<file path="config.mk">
export PLATFORM = sky130hd
export DESIGN_NAME = noise_gate_hysteresis_hold
export DESIGN_NICKNAME = d
export VERILOG_FILES = /design/src/rtl/ngate_pkg.sv /design/src/rtl/ngate_seq.sv /design/src/rtl/ngate_dp.sv /design/src/rtl/noise_gate_hysteresis_hold.sv
export SDC_FILE = /design/constraint.sdc
export NUM_CORES = 2
export LEC_CHECK = 0
export BUFFER_PORTS_ARGS = -buffer_cell sky130_fd_sc_hd__buf_4
export CORE_ASPECT_RATIO = 1.5
export CORE_MARGIN = 2
export CORE_UTILIZATION = 48
export DETAILED_ROUTE_END_ITERATION = 7
export PLACE_DENSITY_LB_ADDON = 0.12
export SLEW_MARGIN = 20
export SYNTH_ARGS = -nofsm -noshare
export SYNTH_HDL_FRONTEND = slang
export SYNTH_SLANG_ARGS = --single-unit
</file>
<file path="constraint.sdc">
create_clock -name clk_i -period 10 [get_ports clk_i]
set_input_delay 2 -clock clk_i [delete_from_list [all_inputs] [get_ports clk_i]]
set_output_delay 2 -clock clk_i [all_outputs]
set_load 0.03 [all_outputs]
</file>
<file path="src/rtl/ngate_pkg.sv">
package ngate_pkg;

  localparam int SAMPLE_BITS = 24;
  localparam int COEFF_BITS  = 24;
  localparam int HOLD_BITS   = 16;

  localparam int THR_BITS   = SAMPLE_BITS - 1;
  localparam int THR2_BITS  = 2 * THR_BITS;
  localparam int SQ_BITS    = 2 * SAMPLE_BITS;
  localparam int GAIN_BITS  = COEFF_BITS + 1;
  localparam int MUL_A_BITS = (SQ_BITS - COEFF_BITS > COEFF_BITS) ? SQ_BITS - COEFF_BITS
                                                                   : COEFF_BITS;
  localparam int MUL_B_BITS = (GAIN_BITS > SAMPLE_BITS) ? GAIN_BITS : SAMPLE_BITS;
  localparam int PROD_BITS  = MUL_A_BITS + MUL_B_BITS;

  localparam int CFG_WIDE1    = (COEFF_BITS > THR_BITS) ? COEFF_BITS : THR_BITS;
  localparam int CFG_BITS     = (CFG_WIDE1 > HOLD_BITS) ? CFG_WIDE1 : HOLD_BITS;
  localparam int CFG_IDX_BITS = 3;

  localparam logic [63:0] CLOSE_RATIO_Q32 = 64'd2709941161;
  localparam logic [63:0] FLOOR_GAIN_Q32  = 64'd241523760;
  localparam logic [COEFF_BITS-1:0] CLOSE_RATIO =
    COEFF_BITS'(CLOSE_RATIO_Q32 >> (32 - COEFF_BITS));
  localparam logic [GAIN_BITS-1:0] FLOOR_GAIN =
    GAIN_BITS'(FLOOR_GAIN_Q32 >> (32 - COEFF_BITS));
  localparam logic [GAIN_BITS-1:0] UNITY_GAIN = GAIN_BITS'(1) << COEFF_BITS;

  typedef enum logic [1:0] {
    MODE_CLOSED = 2'd0,
    MODE_OPEN   = 2'd1,
    MODE_HOLD   = 2'd2
  } gate_mode_e;

  typedef enum logic [CFG_IDX_BITS-1:0] {
    REG_GATE_ENABLE  = 3'd0,
    REG_OPEN_LEVEL   = 3'd1,
    REG_GAIN_ATTACK  = 3'd2,
    REG_GAIN_RELEASE = 3'd3,
    REG_PEAK_ATTACK  = 3'd4,
    REG_PEAK_RELEASE = 3'd5,
    REG_RMS_COEFF    = 3'd6,
    REG_HOLD_SAMPLES = 3'd7
  } cfg_reg_e;

  typedef struct packed {
    logic                  enable;
    logic [THR_BITS-1:0]   open_level;
    logic [COEFF_BITS-1:0] gain_attack;
    logic [COEFF_BITS-1:0] gain_release;
    logic [COEFF_BITS-1:0] peak_attack;
    logic [COEFF_BITS-1:0] peak_release;
    logic [COEFF_BITS-1:0] rms_coeff;
    logic [HOLD_BITS-1:0]  hold_samples;
  } cfg_t;

  localparam cfg_t CFG_RESET = '{
    enable:       1'b1,
    open_level:   THR_BITS'(33408),
    gain_attack:  COEFF_BITS'(16078123),
    gain_release: COEFF_BITS'(16774306),
    peak_attack:  COEFF_BITS'(13210000),
    peak_release: COEFF_BITS'(16742300),
    rms_coeff:    COEFF_BITS'(16707400),
    hold_samples: HOLD_BITS'(1200)
  };

  typedef struct packed {
    logic [SAMPLE_BITS-1:0] left;
    logic [SAMPLE_BITS-1:0] right;
    logic [GAIN_BITS-1:0]   gain;
    gate_mode_e             mode;
  } frame_res_t;

  typedef struct packed {
    logic in_valid;
    logic gate_enable;
    logic out_busy;
  } seq_cond_t;

  typedef enum logic [3:0] {
    OP_NOP,
    OP_LOAD,
    OP_RECT,
    OP_SETUP_PEAK,
    OP_SETUP_SQ,
    OP_SETUP_GAIN,
    OP_WB_PEAK,
    OP_WB_SQ,
    OP_WB_GAIN,
    OP_MODE,
    OP_BYPASS,
    OP_COMMIT
  } op_e;

  typedef enum logic [2:0] {
    A_ZERO,
    A_RECT,
    A_DIFF_HI,
    A_DIFF_LO,
    A_THR,
    A_CLOSE,
    A_ABS_L,
    A_ABS_R
  } a_sel_e;

  typedef enum logic [3:0] {
    B_ZERO,
    B_RECT,
    B_PEAK_C,
    B_RMS_C,
    B_GAIN_C,
    B_THR,
    B_RATIO,
    B_CLOSE,
    B_GAIN
  } b_sel_e;

  typedef enum logic [1:0] {
    ACC_HOLD,
    ACC_LOAD,
    ACC_ADD
  } acc_e;

  typedef enum logic [2:0] {
    ST_NONE,
    ST_M2,
    ST_THR2,
    ST_CLOSE,
    ST_CLOSE2,
    ST_OUT_L,
    ST_OUT_R
  } st_e;

  typedef enum logic [1:0] {
    JMP_NEXT,
    JMP_WAIT_IN,
    JMP_WAIT_OUT,
    JMP_ALWAYS
  } jmp_e;

  localparam int NUM_STEPS = 23;
  localparam int STEP_W    = $clog2(NUM_STEPS);

  localparam logic [STEP_W-1:0] STEP_IDLE       = STEP_W'(0);
  localparam logic [STEP_W-1:0] STEP_RECT       = STEP_W'(1);
  localparam logic [STEP_W-1:0] STEP_PEAK_SETUP = STEP_W'(2);
  localparam logic [STEP_W-1:0] STEP_PEAK_HI    = STEP_W'(3);
  localparam logic [STEP_W-1:0] STEP_PEAK_LO    = STEP_W'(4);
  localparam logic [STEP_W-1:0] STEP_PEAK_ADD   = STEP_W'(5);
  localparam logic [STEP_W-1:0] STEP_PEAK_WB    = STEP_W'(6);
  localparam logic [STEP_W-1:0] STEP_SQ_SETUP   = STEP_W'(7);
  localparam logic [STEP_W-1:0] STEP_SQ_HI      = STEP_W'(8);
  localparam logic [STEP_W-1:0] STEP_SQ_LO      = STEP_W'(9);
  localparam logic [STEP_W-1:0] STEP_SQ_ADD     = STEP_W'(10);
  localparam logic [STEP_W-1:0] STEP_SQ_WB      = STEP_W'(11);
  localparam logic [STEP_W-1:0] STEP_MODE       = STEP_W'(12);
  localparam logic [STEP_W-1:0] STEP_GAIN_SETUP = STEP_W'(13);
  localparam logic [STEP_W-1:0] STEP_GAIN_HI    = STEP_W'(14);
  localparam logic [STEP_W-1:0] STEP_GAIN_LO    = STEP_W'(15);
  localparam logic [STEP_W-1:0] STEP_GAIN_ADD   = STEP_W'(16);
  localparam logic [STEP_W-1:0] STEP_GAIN_WB    = STEP_W'(17);
  localparam logic [STEP_W-1:0] STEP_SCALE_L    = STEP_W'(18);
  localparam logic [STEP_W-1:0] STEP_SCALE_R    = STEP_W'(19);
  localparam logic [STEP_W-1:0] STEP_STORE_R    = STEP_W'(20);
  localparam logic [STEP_W-1:0] STEP_COMMIT     = STEP_W'(21);
  localparam logic [STEP_W-1:0] STEP_BYPASS     = STEP_W'(22);

  typedef struct packed {
    op_e               op;
    a_sel_e            a_sel;
    b_sel_e            b_sel;
    acc_e              acc;
    st_e               st;
    jmp_e              jmp;
    logic [STEP_W-1:0] target;
  } ctrl_t;

  localparam ctrl_t CTRL_NOP = '{
    op:     OP_NOP,
    a_sel:  A_ZERO,
    b_sel:  B_ZERO,
    acc:    ACC_HOLD,
    st:     ST_NONE,
    jmp:    JMP_NEXT,
    target: STEP_IDLE
  };

  function automatic ctrl_t ucode(input logic [STEP_W-1:0] step);
    ctrl_t w;
    w = CTRL_NOP;
    unique case (step)
      STEP_IDLE: begin
        w.op     = OP_LOAD;
        w.jmp    = JMP_WAIT_IN;
        w.target = STEP_BYPASS;
      end
      STEP_RECT: w.op = OP_RECT;
      STEP_PEAK_SETUP: begin
        w.a_sel = A_RECT;
        w.b_sel = B_RECT;
        w.op    = OP_SETUP_PEAK;
      end
      STEP_PEAK_HI: begin
        w.a_sel = A_DIFF_HI;
        w.b_sel = B_PEAK_C;
        w.st    = ST_M2;
      end
      STEP_PEAK_LO: begin
        w.a_sel = A_DIFF_LO;
        w.b_sel = B_PEAK_C;
        w.acc   = ACC_LOAD;
      end
      STEP_PEAK_ADD: begin
        w.a_sel = A_THR;
        w.b_sel = B_THR;
        w.acc   = ACC_ADD;
      end
      STEP_PEAK_WB: begin
        w.a_sel = A_THR;
        w.b_sel = B_RATIO;
        w.op    = OP_WB_PEAK;
        w.st    = ST_THR2;
      end
      STEP_SQ_SETUP: begin
        w.op = OP_SETUP_SQ;
        w.st = ST_CLOSE;
      end
      STEP_SQ_HI: begin
        w.a_sel = A_DIFF_HI;
        w.b_sel = B_RMS_C;
      end
      STEP_SQ_LO: begin
        w.a_sel = A_DIFF_LO;
        w.b_sel = B_RMS_C;
        w.acc   = ACC_LOAD;
      end
      STEP_SQ_ADD: begin
        w.a_sel = A_CLOSE;
        w.b_sel = B_CLOSE;
        w.acc   = ACC_ADD;
      end
      STEP_SQ_WB: begin
        w.op = OP_WB_SQ;
        w.st = ST_CLOSE2;
      end
      STEP_MODE:       w.op = OP_MODE;
      STEP_GAIN_SETUP: w.op = OP_SETUP_GAIN;
      STEP_GAIN_HI: begin
        w.a_sel = A_DIFF_HI;
        w.b_sel = B_GAIN_C;
      end
      STEP_GAIN_LO: begin
        w.a_sel = A_DIFF_LO;
        w.b_sel = B_GAIN_C;
        w.acc   = ACC_LOAD;
      end
      STEP_GAIN_ADD: w.acc = ACC_ADD;
      STEP_GAIN_WB:  w.op  = OP_WB_GAIN;
      STEP_SCALE_L: begin
        w.a_sel = A_ABS_L;
        w.b_sel = B_GAIN;
      end
      STEP_SCALE_R: begin
        w.a_sel = A_ABS_R;
        w.b_sel = B_GAIN;
        w.st    = ST_OUT_L;
      end
      STEP_STORE_R: w.st = ST_OUT_R;
      STEP_COMMIT: begin
        w.op     = OP_COMMIT;
        w.jmp    = JMP_WAIT_OUT;
        w.target = STEP_IDLE;
      end
      STEP_BYPASS: begin
        w.op     = OP_BYPASS;
        w.jmp    = JMP_ALWAYS;
        w.target = STEP_COMMIT;
      end
      default: begin
        w.jmp    = JMP_ALWAYS;
        w.target = STEP_IDLE;
      end
    endcase
    return w;
  endfunction

endpackage

</file>
<file path="src/rtl/ngate_seq.sv">
module ngate_seq (
  input  logic                 clk_i,
  input  logic                 rst_ni,
  input  ngate_pkg::seq_cond_t cond_i,
  output ngate_pkg::ctrl_t     ctrl_o,
  output logic                 ready_o
);
  import ngate_pkg::*;

  logic [STEP_W-1:0] pc_q, pc_d;
  ctrl_t             word;
  logic              fire;

  always_comb begin
    word = ucode(pc_q);
    fire = 1'b1;
    pc_d = pc_q + STEP_W'(1);
    unique case (word.jmp)
      JMP_NEXT: ;
      JMP_WAIT_IN: begin
        fire = cond_i.in_valid;
        if (!fire) begin
          pc_d = pc_q;
        end else if (!cond_i.gate_enable) begin
          pc_d = word.target;
        end
      end
      JMP_WAIT_OUT: begin
        fire = !cond_i.out_busy;
        pc_d = fire ? word.target : pc_q;
      end
      JMP_ALWAYS: pc_d = word.target;
      default:    pc_d = STEP_IDLE;
    endcase
    ctrl_o = word;
    if (!fire) begin
      ctrl_o.op = OP_NOP;
    end
  end

  assign ready_o = (word.jmp == JMP_WAIT_IN);

  always_ff @(posedge clk_i or negedge rst_ni) begin
    if (!rst_ni) begin
      pc_q <= STEP_IDLE;
    end else begin
      pc_q <= pc_d;
    end
  end

endmodule

</file>
<file path="src/rtl/ngate_dp.sv">
module ngate_dp (
  input  logic                                    clk_i,
  input  logic                                    rst_ni,
  input  ngate_pkg::ctrl_t                        ctrl_i,
  input  ngate_pkg::cfg_t                         cfg_i,
  input  logic signed [ngate_pkg::SAMPLE_BITS-1:0] side_left_i,
  input  logic signed [ngate_pkg::SAMPLE_BITS-1:0] side_right_i,
  input  logic signed [ngate_pkg::SAMPLE_BITS-1:0] audio_left_i,
  input  logic signed [ngate_pkg::SAMPLE_BITS-1:0] audio_right_i,
  output ngate_pkg::frame_res_t                   res_o
);
  import ngate_pkg::*;

  logic [SAMPLE_BITS-1:0] mono_q, mono_d;
  logic [SAMPLE_BITS-1:0] al_q, al_d, ar_q, ar_d;
  logic [SAMPLE_BITS-1:0] rect_q, rect_d;
  logic [SAMPLE_BITS-1:0] abs_l_q, abs_l_d, abs_r_q, abs_r_d;
  logic                   sgn_l_q, sgn_l_d, sgn_r_q, sgn_r_d;
  logic [SQ_BITS-1:0]     m2_q, m2_d;
  logic [THR2_BITS-1:0]   thr2_q, thr2_d, close2_q, close2_d;
  logic [THR_BITS-1:0]    close_q, close_d;
  logic [SQ_BITS-1:0]     tgt_q, tgt_d, diff_q, diff_d, acc_q, acc_d;
  logic                   dir_q, dir_d;
  logic [PROD_BITS-1:0]   prod_q, prod_d;
  logic [SAMPLE_BITS-1:0] gl_q, gl_d, gr_q, gr_d;

  logic [SAMPLE_BITS-1:0] peak_q, peak_d;
  logic [SQ_BITS-1:0]     sq_q, sq_d;
  logic [GAIN_BITS-1:0]   gain_q, gain_d;
  gate_mode_e             mode_q, mode_d;
  logic [HOLD_BITS-1:0]   hold_q, hold_d;

  logic [SAMPLE_BITS:0]   side_sum;
  logic [SQ_BITS-1:0]     set_y, set_t, glide_res;
  logic                   set_ge;
  logic [MUL_A_BITS-1:0]  mul_a;
  logic [MUL_B_BITS-1:0]  mul_b;
  logic [SAMPLE_BITS-1:0] scaled;
  logic                   above, below;

  assign side_sum = {side_left_i[SAMPLE_BITS-1], side_left_i}
                  + {side_right_i[SAMPLE_BITS-1], side_right_i};

  always_comb begin
    case (ctrl_i.op)
      OP_SETUP_SQ: begin
        set_y = sq_q;
        set_t = m2_q;
      end
      OP_SETUP_GAIN: begin
        set_y = SQ_BITS'(gain_q);
        set_t = (mode_q == MODE_CLOSED) ? SQ_BITS'(FLOOR_GAIN) : SQ_BITS'(UNITY_GAIN);
      end
      default: begin
        set_y = SQ_BITS'(peak_q);
        set_t = SQ_BITS'(rect_q);
      end
    endcase
  end

  assign set_ge    = (set_y >= set_t);
  assign glide_res = dir_q ? tgt_q + acc_q : tgt_q - acc_q;

  always_comb begin
    case (ctrl_i.a_sel)
      A_RECT:    mul_a = MUL_A_BITS'(rect_q);
      A_DIFF_HI: mul_a = MUL_A_BITS'(diff_q[SQ_BITS-1:COEFF_BITS]);
      A_DIFF_LO: mul_a = MUL_A_BITS'(diff_q[COEFF_BITS-1:0]);
      A_THR:     mul_a = MUL_A_BITS'(cfg_i.open_level);
      A_CLOSE:   mul_a = MUL_A_BITS'(close_q);
      A_ABS_L:   mul_a = MUL_A_BITS'(abs_l_q);
      A_ABS_R:   mul_a = MUL_A_BITS'(abs_r_q);
      default:   mul_a = '0;
    endcase
    case (ctrl_i.b_sel)
      B_RECT:   mul_b = MUL_B_BITS'(rect_q);
      B_PEAK_C: mul_b = MUL_B_BITS'(dir_q ? cfg_i.peak_release : cfg_i.peak_attack);
      B_RMS_C:  mul_b = MUL_B_BITS'(cfg_i.rms_coeff);
      B_GAIN_C: mul_b = MUL_B_BITS'(dir_q ? cfg_i.gain_release : cfg_i.gain_attack);
      B_THR:    mul_b = MUL_B_BITS'(cfg_i.open_level);
      B_RATIO:  mul_b = MUL_B_BITS'(CLOSE_RATIO);
      B_CLOSE:  mul_b = MUL_B_BITS'(close_q);
      B_GAIN:   mul_b = MUL_B_BITS'(gain_q);
      default:  mul_b = '0;
    endcase
  end

  assign prod_d = PROD_BITS'(mul_a) * PROD_BITS'(mul_b);
  assign scaled = prod_q[COEFF_BITS +: SAMPLE_BITS];

  always_comb begin
    mono_d   = mono_q;
    al_d     = al_q;
    ar_d     = ar_q;
    rect_d   = rect_q;
    abs_l_d  = abs_l_q;
    abs_r_d  = abs_r_q;
    sgn_l_d  = sgn_l_q;
    sgn_r_d  = sgn_r_q;
    tgt_d    = tgt_q;
    diff_d   = diff_q;
    dir_d    = dir_q;
    m2_d     = m2_q;
    thr2_d   = thr2_q;
    close_d  = close_q;
    close2_d = close2_q;
    acc_d    = acc_q;
    gl_d     = gl_q;
    gr_d     = gr_q;
    peak_d   = peak_q;
    sq_d     = sq_q;
    gain_d   = gain_q;
    unique case (ctrl_i.op)
      OP_LOAD: begin
        mono_d = side_sum[SAMPLE_BITS:1];
        al_d   = audio_left_i;
        ar_d   = audio_right_i;
      end
      OP_RECT: begin
        rect_d  = mono_q[SAMPLE_BITS-1] ? SAMPLE_BITS'(-mono_q) : mono_q;
        abs_l_d = al_q[SAMPLE_BITS-1] ? SAMPLE_BITS'(-al_q) : al_q;
        abs_r_d = ar_q[SAMPLE_BITS-1] ? SAMPLE_BITS'(-ar_q) : ar_q;
        sgn_l_d = al_q[SAMPLE_BITS-1];
        sgn_r_d = ar_q[SAMPLE_BITS-1];
      end
      OP_SETUP_PEAK, OP_SETUP_SQ, OP_SETUP_GAIN: begin
        tgt_d  = set_t;
        dir_d  = set_ge;
        diff_d = set_ge ? set_y - set_t : set_t - set_y;
      end
      OP_WB_PEAK: peak_d = glide_res[SAMPLE_BITS-1:0];
      OP_WB_SQ:   sq_d   = glide_res;
      OP_WB_GAIN: gain_d = glide_res[GAIN_BITS-1:0];
      OP_BYPASS: begin
        gain_d = UNITY_GAIN;
        gl_d   = al_q;
        gr_d   = ar_q;
      end
      default: ;
    endcase
    case (ctrl_i.acc)
      ACC_LOAD: acc_d = prod_q[SQ_BITS-1:0];
      ACC_ADD:  acc_d = acc_q + SQ_BITS'(prod_q >> COEFF_BITS);
      default:  ;
    endcase
    case (ctrl_i.st)
      ST_M2:     m2_d     = prod_q[SQ_BITS-1:0];
      ST_THR2:   thr2_d   = prod_q[THR2_BITS-1:0];
      ST_CLOSE:  close_d  = prod_q[COEFF_BITS +: THR_BITS];
      ST_CLOSE2: close2_d = prod_q[THR2_BITS-1:0];
      ST_OUT_L:  gl_d     = sgn_l_q ? SAMPLE_BITS'(-scaled) : scaled;
      ST_OUT_R:  gr_d     = sgn_r_q ? SAMPLE_BITS'(-scaled) : scaled;
      default:   ;
    endcase
  end

  assign above = (peak_q > SAMPLE_BITS'(cfg_i.open_level)) || (sq_q > SQ_BITS'(thr2_q));
  assign below = (peak_q < SAMPLE_BITS'(close_q)) && (sq_q < SQ_BITS'(close2_q));

  always_comb begin
    mode_d = mode_q;
    hold_d = hold_q;
    if (ctrl_i.op == OP_BYPASS) begin
      mode_d = MODE_CLOSED;
    end else if (ctrl_i.op == OP_MODE) begin
      unique case (mode_q)
        MODE_OPEN: begin
          if (below) begin
            mode_d = MODE_HOLD;
            hold_d = cfg_i.hold_samples;
          end
        end
        MODE_HOLD: begin
          if (above) begin
            mode_d = MODE_OPEN;
          end else if (hold_q <= HOLD_BITS'(1)) begin
            mode_d = MODE_CLOSED;
            hold_d = '0;
          end else begin
            hold_d = hold_q - HOLD_BITS'(1);
          end
        end
        default: begin
          mode_d = above ? MODE_OPEN : MODE_CLOSED;
        end
      endcase
    end
  end

  always_ff @(posedge clk_i or negedge rst_ni) begin
    if (!rst_ni) begin
      peak_q <= '0;
      sq_q   <= '0;
      gain_q <= UNITY_GAIN;
      mode_q <= MODE_CLOSED;
      hold_q <= '0;
    end else begin
      peak_q <= peak_d;
      sq_q   <= sq_d;
      gain_q <= gain_d;
      mode_q <= mode_d;
      hold_q <= hold_d;
    end
  end

  always_ff @(posedge clk_i) begin
    mono_q   <= mono_d;
    al_q     <= al_d;
    ar_q     <= ar_d;
    rect_q   <= rect_d;
    abs_l_q  <= abs_l_d;
    abs_r_q  <= abs_r_d;
    sgn_l_q  <= sgn_l_d;
    sgn_r_q  <= sgn_r_d;
    tgt_q    <= tgt_d;
    diff_q   <= diff_d;
    dir_q    <= dir_d;
    m2_q     <= m2_d;
    thr2_q   <= thr2_d;
    close_q  <= close_d;
    close2_q <= close2_d;
    acc_q    <= acc_d;
    prod_q   <= prod_d;
    gl_q     <= gl_d;
    gr_q     <= gr_d;
  end

  assign res_o.left  = gl_q;
  assign res_o.right = gr_q;
  assign res_o.gain  = gain_q;
  assign res_o.mode  = mode_q;

endmodule

</file>
<file path="src/rtl/noise_gate_hysteresis_hold.sv">
// Stereo noise gate with hysteresis and hold.
// Input channel: in_valid_i / in_stall_o carry one frame item of two side-chain
// samples and two audio samples. Output channel: out_valid_o / out_stall_i carry
// the gated stereo pair, the applied gain and the gate phase. Either side
// moves an item at a clock edge with valid high and stall low.
// Configuration: write cfg_data_i into register cfg_index_i while cfg_we_i is
// high; write only while no item is in flight.
// Operation: with the gate enabled the control program steps one shared 24x25
// multiplier through the envelopes, the thresholds, the gain glide and the two
// output products; disabled, the audio passes at unity gain and the gate
// closes. A new item is taken only once the last one has been committed to
// the output register.
// Reset clears the envelopes and the hold counter, sets the gain to unity,
// the gate closed and the configuration registers to their defaults.
// A stalled receiver holds the result in the output register; the next item
// is still taken and worked on, and its result waits until the register frees.
module noise_gate_hysteresis_hold (
  input  logic                                     clk_i,
  input  logic                                     rst_ni,
  input  logic                                     in_valid_i,
  output logic                                     in_stall_o,
  input  logic signed [ngate_pkg::SAMPLE_BITS-1:0]  side_left_i,
  input  logic signed [ngate_pkg::SAMPLE_BITS-1:0]  side_right_i,
  input  logic signed [ngate_pkg::SAMPLE_BITS-1:0]  audio_left_i,
  input  logic signed [ngate_pkg::SAMPLE_BITS-1:0]  audio_right_i,
  output logic                                     out_valid_o,
  input  logic                                     out_stall_i,
  output logic signed [ngate_pkg::SAMPLE_BITS-1:0]  gated_left_o,
  output logic signed [ngate_pkg::SAMPLE_BITS-1:0]  gated_right_o,
  output logic        [ngate_pkg::GAIN_BITS-1:0]    current_gain_o,
  output logic        [1:0]                        gate_phase_o,
  input  logic                                     cfg_we_i,
  input  logic        [ngate_pkg::CFG_IDX_BITS-1:0] cfg_index_i,
  input  logic        [ngate_pkg::CFG_BITS-1:0]     cfg_data_i
);
  import ngate_pkg::*;

  cfg_t       cfg_q;
  ctrl_t      ctrl;
  seq_cond_t  cond;
  logic       ready;
  frame_res_t res;
  frame_res_t out_q;
  logic       out_valid_q;
  logic       commit;

  always_ff @(posedge clk_i or negedge rst_ni) begin
    if (!rst_ni) begin
      cfg_q <= CFG_RESET;
    end else if (cfg_we_i) begin
      unique case (cfg_reg_e'(cfg_index_i))
        REG_GATE_ENABLE:  cfg_q.enable       <= cfg_data_i[0];
        REG_OPEN_LEVEL:   cfg_q.open_level   <= cfg_data_i[THR_BITS-1:0];
        REG_GAIN_ATTACK:  cfg_q.gain_attack  <= cfg_data_i[COEFF_BITS-1:0];
        REG_GAIN_RELEASE: cfg_q.gain_release <= cfg_data_i[COEFF_BITS-1:0];
        REG_PEAK_ATTACK:  cfg_q.peak_attack  <= cfg_data_i[COEFF_BITS-1:0];
        REG_PEAK_RELEASE: cfg_q.peak_release <= cfg_data_i[COEFF_BITS-1:0];
        REG_RMS_COEFF:    cfg_q.rms_coeff    <= cfg_data_i[COEFF_BITS-1:0];
        REG_HOLD_SAMPLES: cfg_q.hold_samples <= cfg_data_i[HOLD_BITS-1:0];
        default: ;
      endcase
    end
  end

  assign cond.in_valid    = in_valid_i;
  assign cond.gate_enable = cfg_q.enable;
  assign cond.out_busy    = out_valid_q && out_stall_i;

  ngate_seq u_seq (
    .clk_i   (clk_i),
    .rst_ni  (rst_ni),
    .cond_i  (cond),
    .ctrl_o  (ctrl),
    .ready_o (ready)
  );

  ngate_dp u_dp (
    .clk_i         (clk_i),
    .rst_ni        (rst_ni),
    .ctrl_i        (ctrl),
    .cfg_i         (cfg_q),
    .side_left_i   (side_left_i),
    .side_right_i  (side_right_i),
    .audio_left_i  (audio_left_i),
    .audio_right_i (audio_right_i),
    .res_o         (res)
  );

  assign in_stall_o = !ready;
  assign commit     = (ctrl.op == OP_COMMIT);

  always_ff @(posedge clk_i or negedge rst_ni) begin
    if (!rst_ni) begin
      out_valid_q <= 1'b0;
    end else if (commit) begin
      out_valid_q <= 1'b1;
    end else if (!out_stall_i) begin
      out_valid_q <= 1'b0;
    end
  end

  always_ff @(posedge clk_i) begin
    if (commit) begin
      out_q <= res;
    end
  end

  assign out_valid_o    = out_valid_q;
  assign gated_left_o   = out_q.left;
  assign gated_right_o  = out_q.right;
  assign current_gain_o = out_q.gain;
  assign gate_phase_o   = out_q.mode;

endmodule
</file>
# ---- Yosys cells after proc, flatten, opt, wreduce, memory -nomap -nowiden
# Index checks and enable logic that the tools add are counted.
# Widths: inputs -> output; s select.
dict set report totals {
  wordCells 209
  regBits 907
  in_bits 128
  out_inout_bits 77
}
dict set report op_classes {
  n_lt_le_gt_ge 6
  eq_ne 75
  mux 44
  add_sub_neg 12
  bitwise_logic 1
  n_reduce_logical 29
  n_mul 1
}
# op n
set ops {}
lappend ops {{$pmux 48 s2} 3}
lappend ops {{$pmux 25 s8} 1}
lappend ops {{$mux 24} 8}
lappend ops {{$pmux 24 s7} 1}
lappend ops {{$sub 48x48->48} 3}
lappend ops {{$mux 48} 2}
lappend ops {{$neg 24->24} 4}
lappend ops {{$pmux 7 s12} 1}
lappend ops {{$mux 23} 3}
lappend ops {{$pmux 25 s2} 1}
lappend ops {{$mul 24x25->49} 1}
lappend ops {{$add 48x25->48} 1}
lappend ops {{$add 48x48->48} 1}
lappend ops {{$ge 48x48->1} 1}
lappend ops {{$gt 48x46->1} 1}
lappend ops {{$lt 48x46->1} 1}
lappend ops {{$mux 16} 3}
lappend ops {{$pmux 4 s11} 1}
lappend ops {{$eq 5x4->1 const B} 8}
lappend ops {{$eq 5x5->1 const B} 7}
lappend ops {{$eq 3x3->1 const B} 11}
lappend ops {{$eq 4x3->1 const B} 8}
lappend ops {{$pmux 16 s2} 1}
lappend ops {{$pmux 7 s4} 1}
lappend ops {{other kinds (42)} 95}

# ---- Logic depth before layout (Yosys ltp)
dict set report logic_depth {
  ltp_word 10
  mapped_depth 43
  mapped_depth_nobuf 39
}

# ---- Hierarchy
# Synthesis repeated with hierarchy kept, for this count alone.
dict set report unflattened {
  hier_cells 7265
  area_unflattened_um2 72293.1
}
# module cells_per_inst seq_area_each_um2 area_each_um2 n_inst
set by_module_without_submodules {}
lappend by_module_without_submodules {ngate_dp 6693 18934.4 62516.2 1}
lappend by_module_without_submodules {noise_gate_hysteresis_hold 428 6382.4 8763.4 1}
lappend by_module_without_submodules {ngate_seq 144 125.1 1013.5 1}

# ---- Worst setup path after synthesis
# No wires, ideal clock.
dict set report synth_timing {
  kind {flip-flop to flip-flop}
  start {register u_seq.pc_q[3]}
  end {register u_dp.diff_q[0], enable pin}
  setup_time_ns 0.695
  t_required_ns 9.305
  path_stages_with_launch 18
  n_path_buf 5
  arrival_time_ns 10.094
  period_less_slack_ns 10.788
  slack_ns -0.788
  path_cell_list {dfrtp_1 clkbuf_1 buf_2 buf_1 clkbuf_1 o311ai_0 o21ai_0 o21ai_0 nand3_1 o211ai_1 inv_1 ha_1 a221o_1 o21ai_0 or2_2 clkbuf_1 nand2_1 o31ai_1}
}
dict set report synth_via {
  elab_chain_cells 8
  elab_cells_between_ends 34
  cone_classes {eq/ne: 27; mux: 4; reduce/logical: 3}
}
# item line
set synth_rtl {}
lappend synth_rtl {{start, declared} ngate_seq.sv:10} ;# logic [STEP_W-1:0] pc_q, pc_d;
lappend synth_rtl {{start signal, assigned} ngate_seq.sv:47} ;# pc_q <= pc_d;
lappend synth_rtl {{$eq 5x1->1, or another cell as far along} ngate_pkg.sv:191} ;# unique case (step)
lappend synth_rtl {{$reduce_or 20->1 (no source line)} --}
lappend synth_rtl {{$pmux 7 s4} ngate_pkg.sv:191}
lappend synth_rtl {{$eq 2x2->1 or $eq 2x1->1 (tied branches)} ngate_seq.sv:18} ;# unique case (word.jmp)
lappend synth_rtl {{$pmux 1 s2} ngate_seq.sv:18}
lappend synth_rtl {{$mux 4 (*)} ngate_seq.sv:36} ;# if (!fire) begin
lappend synth_rtl {{$eq 4x2->1 or $eq 4x3->1 (tied branches)} ngate_dp.sv:113} ;# unique case (ctrl_i.op)
lappend synth_rtl {{$reduce_or 3->1 (*)} ngate_dp.sv:113}
lappend synth_rtl {{end signal, assigned} ngate_dp.sv:216} ;# diff_q <= diff_d;
lappend synth_rtl {{end, declared} ngate_dp.sv:22} ;# logic [SQ_BITS-1:0] tgt_q, tgt_d, diff_q, diff_d, acc_q, acc_d;
# Mark *: on every way between the ends. The rest lies on a longest branch, timed or not.
# A chain may end at the register's enable or synchronous reset.

# ---- Worst setup path after layout
dict set report layout_timing {
  start {register u_seq.pc_q[1]}
  end {register u_dp.prod_q[48]}
}
dict set report layout_via {
  elab_chain_cells 5
  elab_cells_between_ends 31
  cone_classes {mul: 1; eq/ne: 27; mux: 3}
}
# item line
set layout_rtl {}
lappend layout_rtl {{$eq 5x5->1, or another cell as far along} ngate_pkg.sv:191}
lappend layout_rtl {{$pmux 7 s12 (*)} ngate_pkg.sv:191}
lappend layout_rtl {{$eq 4x4->1, or another cell as far along} ngate_dp.sv:75} ;# case (ctrl_i.b_sel)
lappend layout_rtl {{$pmux 25 s8 or $pmux 24 s7 (tied branches)} {ngate_dp.sv:75, ngate_dp.sv:65}}
lappend layout_rtl {{$mul 24x25->49 (*)} ngate_dp.sv:88} ;# assign prod_d = PROD_BITS'(mul_a) * PROD_BITS'(mul_b);
lappend layout_rtl {{net u_dp.prod_d[48]} ngate_dp.sv:24} ;# logic [PROD_BITS-1:0] prod_q, prod_d;
lappend layout_rtl {{end signal, assigned} ngate_dp.sv:223} ;# prod_q <= prod_d;
lappend layout_rtl {{end, declared} ngate_dp.sv:24}
# The timed path passes the listed nets; every way through them passes the cells marked *.

==> impl_metrics.ini <==
[yosys]
ys.flop_type = edfxtp_1
synthArstFlopShare_pct = 31.0
syn_area_um2 = 71000
yosysUniqueCellTypes = 88
synth_most_common_cell = inv_1
yosys_warnings = 0
syn-num-nets = 8336
synth_cells = 7182
yosys.area.top_type_share_pct = 24.4
synth-seq-cells = 907
synthTopCellsByArea = edfxtp_1, fa_1, ha_1
netlist_top_cells_count = inv_1, nand2_1, edfxtp_1
synth.largest_area_cell = edfxtp_1
ys_seq_area_share_pct = 35.8
synth_edf_count = 577
synth.avg_cell_area_um2 = 9.88

[timing]
relSlewSlack_pct = 21.1
whs_ns = 0.414
hold_violations = 0
fmax_ghz = 0.103
fin_crit_sh_pct = 97.3
setup_ws_ns = 0.266
tightest_slew_ns = 1.17
setup_viol = 0
timing.final.crit_period_ns = 9.73
drv_slew = 0
fin_skew_ns = 0.0570

[floorplanning]
ios = 205
dieWidth_um = 318
die_area_um2 = 151000
start_util_pct = 48.4
rows = 172
design.core.area_um2 = 147000
die_h_um = 475

[critical_path]
start_kind = register
crit_path_frequent_cell = fa_1
endpoint_kind = register
cp_max_fo = 16
cp-endpoint = u_dp.prod_q[48]$_DFF_P_
cp.required_ns = 10.64
rr_endpoint = u_dp.prod_q[48]$_DFF_P_
r2r_start = u_seq.pc_q[1]$_DFFE_PN0P_
crit_type = register to register
cp_slowest_cell = fa_1
startpoint = u_seq.pc_q[1]$_DFFE_PN0P_
reg2reg_slack_ns = 0.27
slowest_delay_ns = 0.65
cp.arrival_ns = 10.37
reg2reg_depth = 33

[placed_design]
dpl.hpwl_mm = 215
gp_congestion = 1.06
place_ws_ns = -0.226
port_buffers = 204
dp.cells = 9287

[clock_tree]
clockBufferDepth = 3
cts.sinks = 907
cts_tree = built
hold_buffers = 0
clock_latency_ns = 0.76
h-tree-depth = 3
cts.clk_slew.worst_paths_ns = 0.07
root_buffer = clkbuf_16
cts-buffers-inserted = 93

[grt]
antenna_found_initial = 25
grt_pass1_vias = 56868
grt_max_degree = 144
grt_util_all_layers_pct = 35.7
globalRouteOverflowTotal = 0
grt_pass1_wl_mm = 388

[layout]
finalNonFillerCells = 9487
area_delta_synth_final_pct = 12.8
drive_gt1_share_pct = 13.9
nNetsFinal = 8631

[routing]
wl_per_cell_um = 28.6
wl_mm = 271
drtPass1Iterations = 6
remaining_drc_errors = 0
avgViaCountPerCell = 5.94
ant_nets = 0
vias = 56381
first_iter_violations = 5095

[run]
cap_violations = 0

[status]
status = completed

[min_path]
worstHoldPathType = register to register
==> per-layer routing <==
metal	vias up	track usage, %	wire (µm)	share of wire, %
li1	25051	-	-	-
met1	28405	42.6	102000	38
met2	2234	59.9	130000	48
met3	681	4.96	17300	6.4
met4	10	24.7	21700	8.0
met5	-	0	66	0.024
==> sequential cells by signal, indices dropped and copies added (netlist names), 25 cells and up <==
name / flops
u_dp.thr2_q: 46
u_dp.diff_q: 48
u_dp.tgt_q: 48
u_dp.close2_q: 46
u_dp.gain_q: 25
current_gain_o: 25
cfg_q: 160
u_dp.sq_q: 48
u_dp.acc_q: 48
u_dp.prod_q: 49
u_dp.m2_q: 48
==> kinds of logic (layout without fill, tap and decap cells) <==
kind of cell	count (synthesis)	after routing	synth area share, %
AOI/OAI and AO/OA	1490	1491	13.4
xor gates and xnor gates	350	350	4.32
adders and majority gates	1026	1026	23.5
buffers and inverters	1238	1612	6.61
DFF	907	907	35.8
muxes	277	277	4.28
other	0	16	0
and+or+nand+nor	1894	1894	12.1
==> worst max-delay path: cells and delay by family, from the launching register on <==
kind,cells,cell delay (ns)
xor gates and xnor gates,1,0.14
AOI/OAI and AO/OA,13,3.40
buffers and inverters,6,1.06
and+or+nand+nor,4,0.38
adders and majority gates,9,4.25
DFF,1,0.40
==> through the flow <==
| step | area [µm²] | setup TNS (ns) | util, % |
|---|---|---|---|
| after global placement | 76500 | -0.0560 | 52.2 |
| final | 80100 | 0 | 54.6 |
| after floorplan | 71000 | 0 | - |
| after CTS | 79800 | 0 | 54.4 |
| after global routing | 80100 | -0.0343 | 54.6 |
| after detailed placement | 76500 | -0.380 | 52.2 |
==> layout by cell type, fill, tap and decap left out, types with 39 or more instances in the layout <==
| cell | count |
|---|---|
| a21o_1 | 222 |
| a21oi_1 | 409 |
| and2_1 | 113 |
| and3_1 | 49 |
| buf_4 | 474 |
| clkbuf_16 | 99 |
| dfrtp_1 | 199 |
| dfstp_2 | 82 |
| dfxtp_1 | 49 |
| edfxtp_1 | 577 |
| fa_1 | 509 |
| ha_1 | 513 |
| inv_1 | 923 |
| mux2_2 | 194 |
| mux2i_1 | 81 |
| nand2_1 | 883 |
| nand2b_1 | 50 |
| nand3_1 | 69 |
| nand4_1 | 64 |
| nor2_1 | 387 |
| nor2b_1 | 42 |
| nor3_1 | 66 |
| o21a_1 | 61 |
| o21ai_0 | 352 |
| o21bai_1 | 39 |
| xnor2_1 | 212 |
| xor2_1 | 138 |
==> timing repair <==
action                                  CTS  global route
cloned                                    0             2
pin swaps                                 0             5
gates resized for setup                   3            39
setup buffers                             0             7
endpoints found under the setup margin    4            19
==> area by class of cell <==
| cell class | count | area (µm²) |
|---|---|---|
| flip-flops and latches | 907 | 25400 |
| repair buffers | 511 | 4280 |
| fillers | 13127 | 66500 |
| inverters | 926 | 3480 |
| well taps | 1914 | 2390 |
| clock inverters | 55 | 602 |
| diodes | 16 | 40.0 |
| multi-input cells | 5038 | 41200 |
| clock buffers | 120 | 2620 |
==> how the worst min path moves through the flow <==
stage / startpoint / to / slack (ns) / cells past startpoint
2_1_floorplan: u_dp.gl_q[0]$_DFFE_PP_ / gated_left_o[0]$_DFFE_PP_ / 0.40 / 0
3_3_place_gp: u_dp.gr_q[2]$_DFFE_PP_ / gated_right_o[2]$_DFFE_PP_ / 0.40 / 0
3_5_place_dp: u_dp.gl_q[19]$_DFFE_PP_ / gated_left_o[19]$_DFFE_PP_ / 0.40 / 0
4_1_cts: u_dp.gl_q[3]$_DFFE_PP_ / gated_left_o[3]$_DFFE_PP_ / 0.42 / 0
5_1_grt: u_dp.gl_q[3]$_DFFE_PP_ / gated_left_o[3]$_DFFE_PP_ / 0.42 / 0
6_report: u_dp.gl_q[3]$_DFFE_PP_ / gated_left_o[3]$_DFFE_PP_ / 0.41 / 0
Power is not shown: default switching activity piles up to over one toggle a cycle in this logic, so the estimate is an artifact.
